--- src/rtl/core/assert_macros.svh ---
// ---------------------------------------------------------------------------
// Assertion macros
// Shared concurrent assertion forms, clocked on i_clk, off while i_rst_n low.
// ---------------------------------------------------------------------------
`ifndef ASSERT_MACROS_SVH
`define ASSERT_MACROS_SVH

// Same-cycle implication.
`define NHC_ASSERT_IMP(lbl, ante, cons, msg) \
    lbl: assert property (@(posedge i_clk) disable iff (!i_rst_n) (ante) |-> (cons)) \
        else $error(msg);

// Next-cycle implication.
`define NHC_ASSERT_NXT(lbl, ante, cons, msg) \
    lbl: assert property (@(posedge i_clk) disable iff (!i_rst_n) (ante) |=> (cons)) \
        else $error(msg);

`endif

--- src/rtl/core/nhc_pkg.sv ---
// ---------------------------------------------------------------------------
// nhc_pkg
// Types, constants and tables of the chain thermostat.
// ---------------------------------------------------------------------------
`default_nettype none

package nhc_pkg;

    localparam int DOF_BITS   = 10;
    localparam int CHAIN_BITS = 3;
    localparam int CHAIN_MAX  = 1 << CHAIN_BITS;
    localparam int MEM_ABITS  = DOF_BITS + CHAIN_BITS;
    localparam int MEM_DEPTH  = 1 << MEM_ABITS;

    // configuration register indexes
    localparam logic [2:0] CFG_KT        = 3'd0;
    localparam logic [2:0] CFG_ICM       = 3'd1;
    localparam logic [2:0] CFG_STEP_W    = 3'd2;
    localparam logic [2:0] CFG_SY_ORDER  = 3'd3;
    localparam logic [2:0] CFG_NH_STEPS  = 3'd4;
    localparam logic [2:0] CFG_CHAIN_LEN = 3'd5;

    localparam logic signed [31:0] Q_MAX = 32'sh7FFF_FFFF;
    localparam logic signed [31:0] Q_MIN = 32'sh8000_0000;
    localparam logic signed [47:0] ACC_MAX = 48'sh7FFF_FFFF_FFFF;
    localparam logic signed [47:0] ACC_MIN = 48'sh8000_0000_0000;

    // range reduction for exp: x = k*ln2 + r
    localparam logic [15:0] LN2_Q16   = 16'd45426;
    localparam logic [16:0] EXP_KOFS  = 17'd47276;
    localparam logic [32:0] EXP_YOFS  = 33'(64'd47276 * 64'd45426);
    localparam logic [35:0] EXP_RECIP = 36'((64'd1 << 48) / 64'd45426);
    localparam logic [32:0] ONE_Q30   = 33'h0_4000_0000;

    localparam logic [63:0] RCP_NUM = 64'h0000_000F_FFFF_FFFF;
    localparam logic [35:0] RCP_1 = 36'(RCP_NUM);
    localparam logic [35:0] RCP_2 = 36'(RCP_NUM / 2);
    localparam logic [35:0] RCP_3 = 36'(RCP_NUM / 3);
    localparam logic [35:0] RCP_4 = 36'(RCP_NUM / 4);
    localparam logic [35:0] RCP_5 = 36'(RCP_NUM / 5);
    localparam logic [35:0] RCP_6 = 36'(RCP_NUM / 6);
    localparam logic [35:0] RCP_7 = 36'(RCP_NUM / 7);
    localparam logic [35:0] RCP_8 = 36'(RCP_NUM / 8);

    function automatic logic [35:0] div_recip(input logic [3:0] n);
        logic [35:0] r;
        case (n)
            4'd1:    r = RCP_1;
            4'd2:    r = RCP_2;
            4'd3:    r = RCP_3;
            4'd4:    r = RCP_4;
            4'd5:    r = RCP_5;
            4'd6:    r = RCP_6;
            4'd7:    r = RCP_7;
            default: r = RCP_8;
        endcase
        return r;
    endfunction

    // Suzuki-Yoshida weights, signed Q2.30
    localparam logic signed [31:0] SY_ROM [32] = '{
        32'sd1073741824,
        32'sd1450847675, -32'sd1827953526, 32'sd1450847675,
        32'sd445056077, 32'sd445056077, -32'sd706482484, 32'sd445056077, 32'sd445056077,
        32'sd842365075, 32'sd252944812, -32'sd1264524254, 32'sd1412170558,
        -32'sd1264524254, 32'sd252944812, 32'sd842365075,
        32'sd206158430, 32'sd595830954, 32'sd133852248, -32'sd905359847,
        32'sd1012778254, -32'sd905359847, 32'sd133852248, 32'sd595830954,
        32'sd206158430,
        32'sd0, 32'sd0, 32'sd0, 32'sd0, 32'sd0, 32'sd0, 32'sd0
    };
    localparam logic [4:0] SY_START [8] = '{5'd0, 5'd1, 5'd4, 5'd9, 5'd16, 5'd16, 5'd16, 5'd16};
    localparam logic [3:0] SY_LAST  [8] = '{4'd0, 4'd2, 4'd4, 4'd6, 4'd8, 4'd8, 4'd8, 4'd8};

    typedef enum logic [5:0] {
        ST_CLEAR, ST_IDLE, ST_LOAD,
        ST_W0, ST_W1, ST_W2, ST_W3, ST_W4, ST_W5, ST_W6,
        ST_LA, ST_LB, ST_LC, ST_LW, ST_LE,
        ST_FA, ST_FB, ST_FC, ST_FD, ST_FE, ST_FF, ST_FG,
        ST_PA, ST_PB, ST_PW, ST_PD,
        ST_XA, ST_XB, ST_XC,
        ST_NEXT, ST_STORE, ST_DONE
    } t_state;

    typedef enum logic [2:0] {
        EX_IDLE, EX_RED, EX_QUO, EX_HMUL, EX_HDIV, EX_HFIX, EX_SHIFT
    } t_exp_state;

endpackage

`default_nettype wire

--- src/rtl/core/nhc_qmul.sv ---
// ---------------------------------------------------------------------------
// nhc_qmul
// Shared fixed-point multiplier: round half away from zero, saturate, register.
// ---------------------------------------------------------------------------
`default_nettype none

module nhc_qmul import nhc_pkg::*; (
    input  wire logic               i_clk,
    input  wire logic signed [32:0] i_a,
    input  wire logic signed [32:0] i_b,
    input  wire logic               i_shift30,
    output logic signed [31:0]      o_res
);

    logic        neg;
    logic [32:0] na, nb;
    logic [31:0] ma, mb;
    logic [63:0] prod;
    logic [64:0] sum;
    logic [48:0] mag;
    logic signed [31:0] n_res;
    logic signed [31:0] r_res;

    always_comb begin
        neg  = i_a[32] ^ i_b[32];
        na   = -i_a;
        nb   = -i_b;
        ma   = i_a[32] ? na[31:0] : i_a[31:0];
        mb   = i_b[32] ? nb[31:0] : i_b[31:0];
        prod = ma * mb;
        sum  = {1'b0, prod} + (i_shift30 ? 65'd536870912 : 65'd32768);
        mag  = i_shift30 ? {14'd0, sum[64:30]} : sum[64:16];
        if (neg) begin
            n_res = (mag > 49'h0_0000_8000_0000) ? Q_MIN : -$signed(mag[31:0]);
        end else begin
            n_res = (mag > 49'h0_0000_7FFF_FFFF) ? Q_MAX : $signed(mag[31:0]);
        end
    end

    always_ff @(posedge i_clk) begin
        r_res <= n_res;
    end

    assign o_res = r_res;

endmodule

`default_nettype wire

--- config.mk ---
export PLATFORM = sky130hd
export DESIGN_NAME = nhc_qmul
export DESIGN_NICKNAME = d
export VERILOG_FILES = /design/src/rtl/core/assert_macros.svh /design/src/rtl/core/nhc_pkg.sv /design/src/rtl/core/nhc_qmul.sv
export SDC_FILE = /design/constraint.sdc
export NUM_CORES = 2
export LEC_CHECK = 0
export BUFFER_PORTS_ARGS = -buffer_cell sky130_fd_sc_hd__buf_2
export CAP_MARGIN = 5
export CORE_MARGIN = 2
export CORE_UTILIZATION = 61
export DETAILED_ROUTE_END_ITERATION = 12
export PLACE_DENSITY = 0.81
export SLEW_MARGIN = 5
export SYNTH_ARGS = -nofsm -noshare
export SYNTH_HDL_FRONTEND = slang
export SYNTH_SLANG_ARGS = --single-unit
export TNS_END_PERCENT = 100
--- constraint.sdc ---
create_clock -name i_clk -period 11.4 [get_ports i_clk]
set_input_delay 0.57 -clock i_clk [delete_from_list [all_inputs] [get_ports i_clk]]
set_output_delay 0.57 -clock i_clk [all_outputs]
set_load 0.02 [all_outputs]
# Word level (Yosys, flattened, before mapping)
# Index checks and enable logic that the tools add are counted.
# W data, S select, Z words.
[word_totals]
regBits = 32
latchBits = 0
ram_bits = 0
rom_bits = 0
elab_cells = 16
mem_count = 0
[classes]
addsub = 4
multipliers = 1
n_div = 0
order_cmp = 2
n_eq_ne = 0
shift = 0
n_mux = 7
bitwise_logic = 1
n_reduce_logical = 0
[ops]
columns = ["op", "n"]
rows = [
  ["$mux W32", 5],
  ["$neg A32 Y32", 3],
  ["$add A64 B30 Y65", 1],
  ["$mul A32 B32 Y64", 1],
  ["$gt A49 B31 Y1 const B", 1],
  ["$gt A49 B32 Y1 const B", 1],
  ["$mux W49", 1],
  ["$mux W30", 1],
  ["$xor A1 B1 Y1", 1],
]

# Logic depth before layout (Yosys ltp)
[logic_depth]
word_depth = 8
ltp_mapped = 44
ltp_nobuf = 37

# Least setup slack after synthesis
# Ideal clock, no wire load.
[synth_timing]
path_type = "input to register"
startpoint = "input port i_b[6]"
endpoint = "register r_res[17] (netlist: o_res[17])"
arrival_ps = 11670
t_required_ps = 11313
setup_slack_ps = -358
stages = 39
n_path_buf = 6
path_cell_list = "or4_1 or3_1 or4_1 or4_1 nand2b_1 or4_1 o31ai_1 xnor2_1 clkbuf_1 nand2_1 fa_1 inv_1 fa_1 fa_1 fa_1 fa_1 fa_1 fa_1 (+3 left out) ha_1 clkbuf_1 and4_1 clkbuf_1 and3_1 nand3_1 o211ai_1 nor3_1 a221oi_2 o21ai_1 or4b_1 buf_2 nor4_4 nand2_2 a31o_1 buf_6 buf_6 a221oi_2"
[synth_between]
elab_chain_len = 8
elab_cells_between_ends = 11
cone_classes = "add/sub: 3; mul: 1; order compare: 2; mux: 5"
[synth_lines]
columns = ["element", "line_no", "rtl"]
rows = [
  ["start, declared", "nhc_qmul.sv:10", "input wire logic signed [32:0] i_b,"],
  ["$neg A32 Y32", "nhc_qmul.sv:27", "nb = -i_b;"],
  ["$mux W32 *", "nhc_qmul.sv:29", "mb = i_b[32] ? nb[31:0] : i_b[31:0];"],
  ["$mul A32 B32 Y64 *", "nhc_qmul.sv:30", "prod = ma * mb;"],
  ["$add A64 B30 Y65 *", "nhc_qmul.sv:31", "sum = {1'b0, prod} + (i_shift30 ? 65'd536870912 : 65'd32768);"],
  ["$mux W49 *", "nhc_qmul.sv:32", "mag = i_shift30 ? {14'd0, sum[64:30]} : sum[64:16];"],
  ["$gt A49 B31 Y1, or another cell as far along", "nhc_qmul.sv:36", "n_res = (mag > 49'h0_0000_7FFF_FFFF) ? Q_MAX : $signed(mag[31:0]);"],
  ["$mux W32, on equally long branches", "nhc_qmul.sv:36, nhc_qmul.sv:34", ""],
  ["$mux W32 *", "nhc_qmul.sv:33", "if (neg) begin"],
  ["via n_res[17]", "nhc_qmul.sv:21", "logic signed [31:0] n_res;"],
  ["end signal, assigned", "nhc_qmul.sv:41", "r_res <= n_res;"],
  ["end, declared", "nhc_qmul.sv:22", "logic signed [31:0] r_res;"],
]
# Mark *: on every way through the listed nets, which the timed path passes. The rest lies on a longest branch.

# Worst setup path in the final report
[layout_timing]
startpoint = "input port i_b[6]"
endpoint = "register r_res[26] (netlist: o_res[26])"
# The elaborated chain is that of the path after synthesis.

==> summary.txt <==
Worst setup path
  • Slowest CP cell: or4b_4
  • Critical path class: in2reg
  • Critical Path Start: i_b[6]
  • Startpoint Class: input port
  • CP dominant cell by count: fa_1
  • Data arrival time of the worst path: 11.78 ns
  • Worst path required time: 11.58 ns
  • CP Capture Type: flop
  • Delay-heaviest family, CP: simple AND/OR/NAND/NOR gates
  • Worst Path Buf+Inv: 7
  • Max stage delay on crit path: 0.60 ns
  • CP max FO: 9

Layout
  • Final Cell Area: 45,230 um2
  • Layout cell share with drive strength beyond 1: 0.1897
  • Leading cell types in the layout, fill and taps excluded: 946 x inv_1, 896 x fa_1, 652 x nor2_1
  • Layout Cells excl Fill: 5,884
  • FILL cells: 4,516
  • Layout area overhead: 18.38%
  • Most common cell after layout, fill and taps aside: inv_1
  • Largest register FFs: 32
  • Final core occ: 0.7316
  • Final #Nets: 6,305

Global route
  • Gr usage total: 0.4225
  • First-pass GRT wire length: 205.0 mm
  • Largest net degree at the start of global routing: 61
  • Grt ovf: 0
  • Initial antenna violation count: 3
  • Vias in the first global route: 36,870

Clocking
  • Max Buffers Root-to-Sink: 2
  • Htree depth: 2
  • TritonCTS clock tree: done
  • Cts bufs inserted: 5
  • Clock root cell: clkbuf_16
  • Hold_buf cts: 0
  • Clk sinks: 32
  • Clk pin slew, worst setup/hold paths: 0.05 ns

Drt
  • Detailed-route wire length: 134.5 mm
  • Initial DRC Count: 3,697
  • Avg WL per Cell: 22.86 um
  • Via Count: 35,520
  • # DRC: 0
  • Vias/cell: 6.037
  • Post-DRT Antenna Nets: 0
  • Pre-antenna DRT Iters: 8

Timing
  • Worst-Margin Slew: 1.417 ns
  • Fmax: 86.20 MHz
  • Slew headroom: 0.04853
  • Fin crit share: 1.018
  • Max-slew violation count: 0
  • Fin Setup TNS: -4.483 ns
  • RSZ-0062 raised after global routing: yes
  • Final setup vio count: 31
  • Final Hold Viols: 0
  • Min Tclk post-route: 11.60 ns
  • Fin worst setup slack: -0.2013 ns

Min path
  • HP Start: o_res[21]$_DFF_P_
  • Min-Delay Path Class: reg2out

Floorplanning
  • Number of top-level pins: 100
  • Die W: 254.3 um
  • Starting density of the core: 0.6180
  • Die height: 254.3 um
  • Core Rows: 91
  • Core Area: 61,830 um2
  • Die area: 64,650 um2

Synthesis
  • Async SR Flop Fraction: 0
  • Post-synth top area share: 0.4710
  • Ys flop type: dfxtp_1
  • Number of synthesized register bits: 32
  • Post-Syn Instances: 4,547
  • Mapped Area: 38,210 um2
  • Seq/Total Area, Yosys: 0.01677
  • Yosys cell types: 86
  • Synthesized area per cell: 8.403 um2
  • Top post-synthesis cells by area: fa_1 47%, ha_1 9.6%, inv_1 9.3%
  • Mapped Nets: 5,808
  • Ys Warns: 0
  • EDFF count, synth: 0
  • Largest area contributor in the netlist: fa_1

Placement
  • Port bufs: 99
  • Gpl congestion: 1.079
  • Placement Cell Area: 43,830 um2
  • DPL Wire Length: 114.1 mm
  • Placed cell count: 5,844

Run
  • # Max-Cap Violations: 0

Run status
  • Status: finished, violations left
  • Failing checks: negative setup slack
-- what timing repair did --
item	in CTS	in global routing
setup endpoints to repair	32	32
pin swaps	18	58
resized for setup	56	160
gates cloned	0	3
setup buffers	9	19
endpoints found under the hold margin	0	0
-- cells in the mapped netlist (7+ instances only) --
| master | count |
|---|---|
| and2_1 | 27 |
| a31oi_1 | 15 |
| o311ai_0 | 9 |
| nor4b_1 | 7 |
| a21oi_1 | 109 |
| and3_1 | 15 |
| a21o_1 | 23 |
| o211ai_1 | 15 |
| nand2b_1 | 17 |
| fa_1 | 899 |
| a211oi_1 | 8 |
| mux2_2 | 8 |
| xnor2_1 | 96 |
| o41ai_1 | 7 |
| o31ai_1 | 18 |
| o2111ai_1 | 10 |
| nand3_1 | 34 |
| mux2i_1 | 13 |
| inv_1 | 950 |
| dfxtp_1 | 32 |
| or2_2 | 10 |
| nand2_1 | 557 |
| a21boi_0 | 7 |
| or4_1 | 19 |
| a221oi_1 | 17 |
| nor2_1 | 658 |
| o211a_1 | 11 |
| nand4_1 | 45 |
| nor2b_1 | 8 |
| and4_1 | 14 |
| nor4_1 | 13 |
| o31a_1 | 12 |
| o21ai_0 | 90 |
| a221oi_2 | 19 |
| clkbuf_1 | 213 |
| ha_1 | 294 |
| o21a_1 | 17 |
| xor2_1 | 72 |
| nor3_1 | 30 |
| or3_1 | 19 |
-- per-stage QoR --
stage               hold slack [ns]  setup slack, ns
finish                        1.279          -0.2013
global route                  1.288          -0.3803
CTS                           1.280         0.001547
detailed placement           0.9864          -0.5733
global placement             0.9877          -0.4151
floorplan                    0.9088         0.003093
-- kinds of logic (layout without fill, tap and decap cells) --
| kind of cell | after synthesis | count (layout) | synth area share |
|---|---|---|---|
| flip-flops | 32 | 32 | 0.01677 |
| AND/OR/NAND/NOR | 1500 | 1500 | 0.1685 |
| XOR/XNOR | 168 | 168 | 0.03851 |
| other | 0 | 3 | 0 |
| buffers and inverters | 1173 | 1670 | 0.1162 |
| adder cells (fa/ha/maj) | 1193 | 1193 | 0.5673 |
| AO/OA/AOI/OAI | 459 | 459 | 0.08665 |
| multiplexers | 22 | 22 | 0.006124 |
-- final timing paths --
kind              cells past startpoint                end
setup / recovery                     37  o_res[26]$_DFF_P_
hold / removal                        1          o_res[21]
-- metal layers --
| metal | wire, um | GRT usage |
|---|---|---|
| met5 | 0 | 0 |
| met4 | 12160 | 0.2909 |
| met3 | 15060 | 0.07359 |
| met2 | 60360 | 0.6644 |
| met1 | 46930 | 0.5365 |
-- area by class of cell --
type	count	area, um2	area share
multi-input combinational	3342	34400	0.7605
timing repair buffer	713	5418	0.1198
tap	837	1047	0.02315
antenna	3	7.507	0.0001660
sequential	32	640.6	0.01416
clock buffer	7	152.6	0.003375
inverter	950	3566	0.07884
Power is left out: the tool's default activity adds up to more than one toggle a clock period on the data nets, which glitch-free logic cannot reach.
