<file path="config.mk">
export PLATFORM = sky130hd
export DESIGN_NAME = nhc_exp
export DESIGN_NICKNAME = d
export VERILOG_FILES = /design/src/rtl/core/assert_macros.svh /design/src/rtl/core/nhc_pkg.sv /design/src/rtl/core/nhc_exp.sv
export SDC_FILE = /design/constraint.sdc
export NUM_CORES = 2
export LEC_CHECK = 0
export ABC_AREA = 1
export BUFFER_PORTS_ARGS = -buffer_cell sky130_fd_sc_hd__buf_2
export CORE_ASPECT_RATIO = 0.6
export CORE_MARGIN = 2
export CORE_UTILIZATION = 60
export DETAILED_ROUTE_END_ITERATION = 7
export HOLD_SLACK_MARGIN = 0.06
export PLACE_DENSITY = 0.81
export SYNTH_ARGS = -nofsm -noshare
export SYNTH_HDL_FRONTEND = slang
export SYNTH_SLANG_ARGS = --single-unit
</file>
<file path="constraint.sdc">
create_clock -name i_clk -period 8.4 [get_ports i_clk]
set_input_delay 0.84 -clock i_clk [delete_from_list [all_inputs] [get_ports i_clk]]
set_output_delay 0.84 -clock i_clk [all_outputs]
set_load 0.1 [all_outputs]
</file>
<file path="src/rtl/core/assert_macros.svh">
// ---------------------------------------------------------------------------
// Assertion macros
// Shared concurrent assertion forms, clocked on i_clk, off while i_rst_n low.
// ---------------------------------------------------------------------------
`ifndef ASSERT_MACROS_SVH
`define ASSERT_MACROS_SVH

// Same-cycle implication.
`define NHC_ASSERT_IMP(lbl, ante, cons, msg) \
    lbl: assert property (@(posedge i_clk) disable iff (!i_rst_n) (ante) |-> (cons)) \
        else $error(msg);

// Next-cycle implication.
`define NHC_ASSERT_NXT(lbl, ante, cons, msg) \
    lbl: assert property (@(posedge i_clk) disable iff (!i_rst_n) (ante) |=> (cons)) \
        else $error(msg);

`endif

</file>
<file path="src/rtl/core/nhc_pkg.sv">
// ---------------------------------------------------------------------------
// nhc_pkg
// Types, constants and tables of the chain thermostat.
// ---------------------------------------------------------------------------
`default_nettype none

package nhc_pkg;

    localparam int DOF_BITS   = 10;
    localparam int CHAIN_BITS = 3;
    localparam int CHAIN_MAX  = 1 << CHAIN_BITS;
    localparam int MEM_ABITS  = DOF_BITS + CHAIN_BITS;
    localparam int MEM_DEPTH  = 1 << MEM_ABITS;

    // configuration register indexes
    localparam logic [2:0] CFG_KT        = 3'd0;
    localparam logic [2:0] CFG_ICM       = 3'd1;
    localparam logic [2:0] CFG_STEP_W    = 3'd2;
    localparam logic [2:0] CFG_SY_ORDER  = 3'd3;
    localparam logic [2:0] CFG_NH_STEPS  = 3'd4;
    localparam logic [2:0] CFG_CHAIN_LEN = 3'd5;

    localparam logic signed [31:0] Q_MAX = 32'sh7FFF_FFFF;
    localparam logic signed [31:0] Q_MIN = 32'sh8000_0000;
    localparam logic signed [47:0] ACC_MAX = 48'sh7FFF_FFFF_FFFF;
    localparam logic signed [47:0] ACC_MIN = 48'sh8000_0000_0000;

    // range reduction for exp: x = k*ln2 + r
    localparam logic [15:0] LN2_Q16   = 16'd45426;
    localparam logic [16:0] EXP_KOFS  = 17'd47276;
    localparam logic [32:0] EXP_YOFS  = 33'(64'd47276 * 64'd45426);
    localparam logic [35:0] EXP_RECIP = 36'((64'd1 << 48) / 64'd45426);
    localparam logic [32:0] ONE_Q30   = 33'h0_4000_0000;

    localparam logic [63:0] RCP_NUM = 64'h0000_000F_FFFF_FFFF;
    localparam logic [35:0] RCP_1 = 36'(RCP_NUM);
    localparam logic [35:0] RCP_2 = 36'(RCP_NUM / 2);
    localparam logic [35:0] RCP_3 = 36'(RCP_NUM / 3);
    localparam logic [35:0] RCP_4 = 36'(RCP_NUM / 4);
    localparam logic [35:0] RCP_5 = 36'(RCP_NUM / 5);
    localparam logic [35:0] RCP_6 = 36'(RCP_NUM / 6);
    localparam logic [35:0] RCP_7 = 36'(RCP_NUM / 7);
    localparam logic [35:0] RCP_8 = 36'(RCP_NUM / 8);

    function automatic logic [35:0] div_recip(input logic [3:0] n);
        logic [35:0] r;
        case (n)
            4'd1:    r = RCP_1;
            4'd2:    r = RCP_2;
            4'd3:    r = RCP_3;
            4'd4:    r = RCP_4;
            4'd5:    r = RCP_5;
            4'd6:    r = RCP_6;
            4'd7:    r = RCP_7;
            default: r = RCP_8;
        endcase
        return r;
    endfunction

    // Suzuki-Yoshida weights, signed Q2.30
    localparam logic signed [31:0] SY_ROM [32] = '{
        32'sd1073741824,
        32'sd1450847675, -32'sd1827953526, 32'sd1450847675,
        32'sd445056077, 32'sd445056077, -32'sd706482484, 32'sd445056077, 32'sd445056077,
        32'sd842365075, 32'sd252944812, -32'sd1264524254, 32'sd1412170558,
        -32'sd1264524254, 32'sd252944812, 32'sd842365075,
        32'sd206158430, 32'sd595830954, 32'sd133852248, -32'sd905359847,
        32'sd1012778254, -32'sd905359847, 32'sd133852248, 32'sd595830954,
        32'sd206158430,
        32'sd0, 32'sd0, 32'sd0, 32'sd0, 32'sd0, 32'sd0, 32'sd0
    };
    localparam logic [4:0] SY_START [8] = '{5'd0, 5'd1, 5'd4, 5'd9, 5'd16, 5'd16, 5'd16, 5'd16};
    localparam logic [3:0] SY_LAST  [8] = '{4'd0, 4'd2, 4'd4, 4'd6, 4'd8, 4'd8, 4'd8, 4'd8};

    typedef enum logic [5:0] {
        ST_CLEAR, ST_IDLE, ST_LOAD,
        ST_W0, ST_W1, ST_W2, ST_W3, ST_W4, ST_W5, ST_W6,
        ST_LA, ST_LB, ST_LC, ST_LW, ST_LE,
        ST_FA, ST_FB, ST_FC, ST_FD, ST_FE, ST_FF, ST_FG,
        ST_PA, ST_PB, ST_PW, ST_PD,
        ST_XA, ST_XB, ST_XC,
        ST_NEXT, ST_STORE, ST_DONE
    } t_state;

    typedef enum logic [2:0] {
        EX_IDLE, EX_RED, EX_QUO, EX_HMUL, EX_HDIV, EX_HFIX, EX_SHIFT
    } t_exp_state;

endpackage

`default_nettype wire

</file>
<file path="src/rtl/core/nhc_exp.sv">
// ---------------------------------------------------------------------------
// nhc_exp
// Iterative exp: range reduction by ln2, 8-term Horner series, final shift.
// ---------------------------------------------------------------------------
`default_nettype none

module nhc_exp import nhc_pkg::*; (
    input  wire logic               i_clk,
    input  wire logic               i_rst_n,
    input  wire logic               i_start,
    input  wire logic signed [31:0] i_x,
    output logic                    o_done,
    output logic [31:0]             o_f
);

    t_exp_state r_state, n_state;

    logic [32:0] r_y;
    logic [71:0] r_prod;
    logic signed [17:0] r_k;
    logic [29:0] r_r30;
    logic [32:0] r_t;
    logic [32:0] r_v;
    logic [3:0]  r_n;
    logic        r_done;
    logic [31:0] r_f;

    logic [35:0] mul_a, mul_b;
    logic [71:0] mul_p;
    logic [16:0] qe, qc;
    logic [33:0] rem1;
    logic [15:0] rc;
    logic [32:0] vq;
    logic [35:0] dq, dq_fix, drem;
    logic [17:0] sh_full;
    logic [5:0]  sh;
    logic [63:0] rnd, shv;
    logic [31:0] fval;

    always_comb begin
        unique case (r_state)
            EX_RED:  begin mul_a = {3'd0, r_y};  mul_b = EXP_RECIP; end
            EX_HMUL: begin mul_a = {3'd0, r_t};  mul_b = {6'd0, r_r30}; end
            EX_HDIV: begin mul_a = {3'd0, vq};   mul_b = div_recip(r_n); end
            default: begin mul_a = '0;           mul_b = '0; end
        endcase
        mul_p = mul_a * mul_b;

        qe   = r_prod[64:48];
        rem1 = {1'b0, r_y} - 34'(qe * LN2_Q16);
        if (rem1 >= {18'd0, LN2_Q16}) begin
            qc = qe + 17'd1;
            rc = 16'(rem1 - {18'd0, LN2_Q16});
        end else begin
            qc = qe;
            rc = rem1[15:0];
        end

        vq     = r_prod[62:30];
        dq     = r_prod[71:36];
        drem   = {3'd0, r_v} - 36'(dq * r_n);
        dq_fix = (drem >= {32'd0, r_n}) ? dq + 36'd1 : dq;

        sh_full = 18'sd14 - r_k;
        sh      = sh_full[5:0];
        rnd     = (sh == 6'd0) ? 64'd0 : (64'd1 << (sh - 6'd1));
        shv     = ({31'd0, r_t} + rnd) >> sh;
        if (r_k > 18'sd14) begin
            fval = 32'h7FFF_FFFF;
        end else if (r_k < -18'sd48) begin
            fval = 32'd0;
        end else if (shv > 64'h7FFF_FFFF) begin
            fval = 32'h7FFF_FFFF;
        end else begin
            fval = shv[31:0];
        end

        n_state = r_state;
        unique case (r_state)
            EX_IDLE:  if (i_start) n_state = EX_RED;
            EX_RED:   n_state = EX_QUO;
            EX_QUO:   n_state = EX_HMUL;
            EX_HMUL:  n_state = EX_HDIV;
            EX_HDIV:  n_state = EX_HFIX;
            EX_HFIX:  n_state = (r_n == 4'd1) ? EX_SHIFT : EX_HMUL;
            EX_SHIFT: n_state = EX_IDLE;
            default:  n_state = EX_IDLE;
        endcase
    end

    always_ff @(posedge i_clk) begin
        if (!i_rst_n) begin
            r_state <= EX_IDLE;
            r_done  <= 1'b0;
        end else begin
            r_state <= n_state;
            r_done  <= (r_state == EX_SHIFT);
        end
    end

    always_ff @(posedge i_clk) begin
        unique case (r_state)
            EX_IDLE: begin
                r_y <= 33'($signed(i_x)) + EXP_YOFS;
            end
            EX_RED, EX_HMUL: begin
                r_prod <= mul_p;
            end
            EX_QUO: begin
                r_k   <= $signed({1'b0, qc}) - $signed({1'b0, EXP_KOFS});
                r_r30 <= {rc, 14'd0};
                r_t   <= ONE_Q30;
                r_n   <= 4'd8;
            end
            EX_HDIV: begin
                r_v    <= vq;
                r_prod <= mul_p;
            end
            EX_HFIX: begin
                r_t <= ONE_Q30 + dq_fix[32:0];
                r_n <= r_n - 4'd1;
            end
            EX_SHIFT: begin
                r_f <= fval;
            end
            default: ;
        endcase
    end

    assign o_done = r_done;
    assign o_f    = r_f;

endmodule

`default_nettype wire

</file>
After elaboration in Yosys (flattened, before gate mapping) --
Index checks and enable logic that the tools add are counted.
Word-level totals: register bits 245, word-level logic and storage cells 66
Operators by class: add/sub/neg operators 12, multipliers 3, magnitude comparators 5, eq/ne operators 14, shift operators 2, multiplexer cells 14, reduce and logical (&&, ||, !) cells 5
Operators with widths (count):
- case mux 36 bit (7 select lines) | 1
- case mux 36 bit (3 select lines) | 1
- case mux 33 bit (3 select lines) | 1
- multiplier 36 x 36 -> 72 bit | 1
- case mux 33 bit (2 select lines) | 1
- adder 33 x 64 -> 64 bit | 1
- > comparator 64 x 31 -> 1 bit (second input constant) | 1
- 2-to-1 mux 64 bit | 1
- << shifter 1 x 6 -> 64 bit (first input constant) | 1
- right shift 64 x 6 -> 64 bit | 1
- 2-to-1 mux 31 bit | 2
- greater-or-equal comparator 36 x 4 -> 1 bit | 1
- multiplier 36 x 4 -> 36 bit | 1
- subtractor 33 x 36 -> 36 bit | 1
- greater-or-equal comparator 34 x 16 -> 1 bit (second input constant) | 1
- subtractor 33 x 33 -> 34 bit | 1
- adder 31 x 33 -> 33 bit (first input constant) | 1
- adder 33 x 1 -> 33 bit (second input constant) | 1
- adder 33 x 32 -> 33 bit (second input constant) | 1
- 2-to-1 mux 33 bit | 1
- multiplier 17 x 15 -> 32 bit (second input constant) | 1
- > comparator 18 x 5 -> 1 bit (second input constant) | 1
- < comparator 18 x 7 -> 1 bit (second input constant) | 1
- case mux 3 bit (6 select lines) | 1
- other kinds (21) | 30

Depth between registers and ports, before layout --
depth in word-level cells 9, depth in mapped cells 58, gate-level depth less buffers 56

Worst setup path after synthesis --
No wires, ideal clock.
kind register to register, from reg r_state[2], to reg r_prod[70] (data pin), arrival 8992 ps, required time 8135 ps, slack -857 ps, stages on the path, launching flop included 36, buffers on the path 4, path through dfxtp_1 > clkbuf_1 > nand2_1 > inv_1 > clkbuf_1 > a31oi_1 > and2_1 > clkbuf_1 > inv_1 > clkbuf_1 > nand2_1 > fa_1 > inv_1 > fa_1 > fa_1 > fa_1 > fa_1 > inv_1 > fa_1 > inv_1 > fa_1 > fa_1 > ha_1 > a21oi_1 > inv_1 > a31oi_1 > inv_1 > a221o_1 > o21bai_1 > nand2_1 > nand2_1 > nand2_1 > nand2_1 > a21oi_1 > o21ai_0 > xor2_1
On the way: cells in the longest elaborated chain, start to end 3, elaborated cells on any way between the ends 6
RTL lines:
- from (decl) | RTL line nhc_exp.sv:16 | t_exp_state r_state, n_state;
- from (signal assigned) | RTL line nhc_exp.sv:96 | r_state <= n_state;
- == test 3 bit, or another cell as far along | RTL line nhc_exp.sv:41 | unique case (r_state)
- case mux 33 bit (3 select lines) or case mux 36 bit (3 select lines) (tied branches) | RTL line nhc_exp.sv:41
- multiplier 36 x 36 -> 72 bit * | RTL line nhc_exp.sv:47 | mul_p = mul_a * mul_b;
- via mul_p[70] | RTL line nhc_exp.sv:29 | logic [71:0] mul_p;
- to (signal assigned) | RTL line nhc_exp.sv:107 | r_prod <= mul_p;
- to (signal assigned) | RTL line nhc_exp.sv:117 | r_prod <= mul_p;
- to (decl) | RTL line nhc_exp.sv:19 | logic [71:0] r_prod;
The timed path passes the listed nets; every way through them passes the cells marked *. A chain may end at the register's enable or synchronous reset.

Worst setup path after layout --
from reg r_prod[55], to reg r_k[12] (data pin)
On the way: cells in the longest elaborated chain, start to end 5, elaborated cells on any way between the ends 6
RTL lines:
- multiplier 17 x 15 -> 32 bit | RTL line nhc_exp.sv:50 | rem1 = {1'b0, r_y} - 34'(qe * LN2_Q16);
- subtractor 33 x 33 -> 34 bit | RTL line nhc_exp.sv:50
- greater-or-equal comparator 34 x 16 -> 1 bit | RTL line nhc_exp.sv:51 | if (rem1 >= {18'd0, LN2_Q16}) begin
- 2-to-1 mux 17 bit * | RTL line nhc_exp.sv:51
- subtractor 17 x 16 -> 18 bit * | RTL line nhc_exp.sv:110 | r_k <= $signed({1'b0, qc}) - $signed({1'b0, EXP_KOFS});
- to (signal assigned) | RTL line nhc_exp.sv:110
- to (decl) | RTL line nhc_exp.sv:20 | logic signed [17:0] r_k;
Every way passes the cells marked *; elsewhere a longest branch is shown, timed or not.

==> metrics <==
DR vias=67414; Horiz. Die Dim=434 microns; clock-pin transition on the worst setup and hold timing paths=0.08 ns; Max-slew headroom=0.219; Root Buffer=clkbuf_16; post-route insts no fill=11023; CTS tree=built; Setup CP Type=reg -> reg; CP arrival=9.81 ns; Final min period=9.36 ns; period utilisation layout=1.11; Synthesized Nets=10375; Reg area=0.00642 sq mm; Final nets=11300; dpl cells=10797; CP Launch Type=register; Cells after Synth=8564; die area=0.114 sq mm; setup total negative slack=-23.40 ns; Critical Path RT=8.85 ns; area growth from synthesis to layout=23.7%; CTS Buffer Depth=3; gr usage total=0.504; CP max stage delay=0.57 ns; Yosys reg bits=215; Hold WS=0.397 ns; Clock Latency Late Sink=0.70 ns; Mean Syn Cell Area=7.76 sq um; IO Port Bufs=67; Min-Delay Path Class=in -> reg; slew of the pin with the lowest slew margin=1.17 ns; gr ovfl total=0; final worst setup slack=-0.958 ns; Synth Cell Area=0.0665 sq mm; WL/cell=27.0 microns; vias per cell=6.12; YS warnings=0; pins over their slew limit=0; slowest cell on the critical path=fa_1; Max Cap Viol=0; number of synthesized flops with an enable pin=211; crit-path max FO=8; vias in the first global route=64735; failing checks=DRC, setup timing; first-pass GRT wire length=416000 microns; core area=0.110 sq mm; drt drc=16; Initial Utilization=0.606; Final Wtd Congestion=1.12; H-tree depth=1; setup violators final=65; num rows=94; CP Capture Type=register; TritonCTS Sinks=215; Finished Cell Area=0.0822 sq mm; status=finished with violations; CTS Buf Count=28; drt initial violations=10240; Detailed Place HPWL=237000 microns; number of fill cells=7837; FMAX=107 MHz; Multi-input gate area=0.0554 sq mm; clock skew=0.0359 ns; initial antenna violation count=21; Cell variety after synth=69; Routed WL=297000 microns; largest net degree at the start of global routing=65; sequential area share after synthesis=0.0965; RSZ-0062 raised after global routing=true; I/O Pins=68; share of post-route cells with drive strength above 1=0.212; Pre-antenna DRT Iters=8; Die Y=262 microns; remaining antenna violation count=0; final hold violations=0; Post-synth top flop=edfxtp_1; share of synthesized registers carrying an async set or reset=0; instance area at placement=0.0759 sq mm
-- area by class of cell --
| cell class | count | share of cell area |
|---|---|---|
| Timing Repair Buffer | 1221 | 0.129 |
| Antenna cell | 25 | 0.000761 |
| Inverter | 1847 | 0.0851 |
| Tap cell | 1488 | 0.0226 |
| Multi-Input combinational cell | 6176 | 0.673 |
| Clock inverter | 16 | 0.00250 |
| Clock buffer | 35 | 0.00908 |
| Sequential cell | 215 | 0.0780 |
-- cell families (layout without fill, tap and decap cells) --
logic type,after synthesis,count (layout),synth area share
AND/OR/NAND/NOR,3394,3394,0.209
buffers and inverters,2173,3119,0.124
adder cells (fa/ha/maj),1776,1776,0.473
AO/OA/AOI/OAI,788,788,0.0677
flip-flops,215,215,0.0965
XOR/XNOR,210,210,0.0282
multiplexers,7,7,0.00105
other,1,26,0.0000564
-- critical path, delay by kind of cell (launching register included) --
kind / cells / cell delay, ns
fa+ha+maj: 9 / 3.38
simple gates: 19 / 2.39
compound gates: 10 / 1.76
buf+inv: 10 / 1.04
flops: 1 / 0.39
xor+xnor: 1 / 0.14
-- cells in the mapped netlist, drive strengths merged (58+ instances only) --
library cell | instances | share of area
nor3 | 59 | 0.0046
fa | 1230 | 0.37
o21ai | 265 | 0.020
buf | 76 | 0.0056
inv | 1827 | 0.10
xnor2 | 58 | 0.0078
nand3 | 440 | 0.033
edfxtp | 211 | 0.095
ha | 546 | 0.10
a21oi | 344 | 0.027
nor2 | 670 | 0.039
nand2 | 2096 | 0.12
clkbuf | 250 | 0.014
xor2 | 152 | 0.020
-- final timing paths --
check	to	from	depth (start not counted)	slack (ns)
worst min-delay path	r_y[2]$_DFFE_PN_	i_x[2]	1	0.40
worst max-delay path	r_k[12]$_DFFE_PP_	r_prod[55]$_DFFE_PP_	49	-0.96
worst max register to register	r_k[12]$_DFFE_PP_	r_prod[55]$_DFFE_PP_	49	-0.96
worst min register to register	r_r30[14]$_DFFE_PP_	r_y[0]$_DFFE_PN_	0	0.52
-- layer usage --
metal | vias to the layer above | track usage | share of wire
li1 | 27907 | - | -
met1 | 32152 | 0.689 | 0.36
met2 | 5989 | 0.662 | 0.38
met3 | 1336 | 0.261 | 0.19
met4 | 30 | 0.216 | 0.067
met5 | - | 0.0168 | 0.0020
-- registers in the layout (all words and copies together) (netlist names) --
register	cells
r_r30	16
r_n	4
r_prod	42
r_state	3
r_k	18
o_f	32
r_y	33
r_t	33
r_v	33
o_done	1
-- per-stage QoR --
| step | setup slack, ns | utilization |
|---|---|---|
| 2_1_floorplan | 0.00287 | - |
| 3_3_place_gp | -1.17 | 0.691 |
| 3_5_place_dp | -1.17 | 0.691 |
| 4_1_cts | -0.115 | 0.720 |
| 5_1_grt | -1.08 | 0.749 |
| 6_report | -0.958 | 0.749 |
-- cells in the final DEF, fill, tap and decap left out, types with 25 or more instances in the layout --
master     count
a21oi_1      240
a21oi_2       88
buf_12        84
buf_2         67
buf_4        963
buf_6         92
clkbuf_16     35
diode_2       25
edfxtp_1     211
fa_1        1175
fa_2          55
ha_1         484
ha_4          58
inv_1       1727
inv_2         85
nand2_1     1929
nand2_2      102
nand2_4       59
nand3_1      401
nand3_2       32
nand4_1       51
nor2_1       590
nor2_2        41
nor2_4        38
nor3_1        47
nor4_1        25
o21a_1        28
o21ai_0      168
o21ai_1       52
o21ai_2       31
xnor2_1       51
xor2_1       125
-- timing repair --
action	CTS	global route
hold buffers	0	0
endpoints found under the setup margin	59	107
setup buffers	81	83
gates cloned	0	8
pin swaps	134	279
resized for setup	373	637
Power is not shown: default switching activity piles up to over one toggle a cycle in this logic, so the estimate is an artifact.
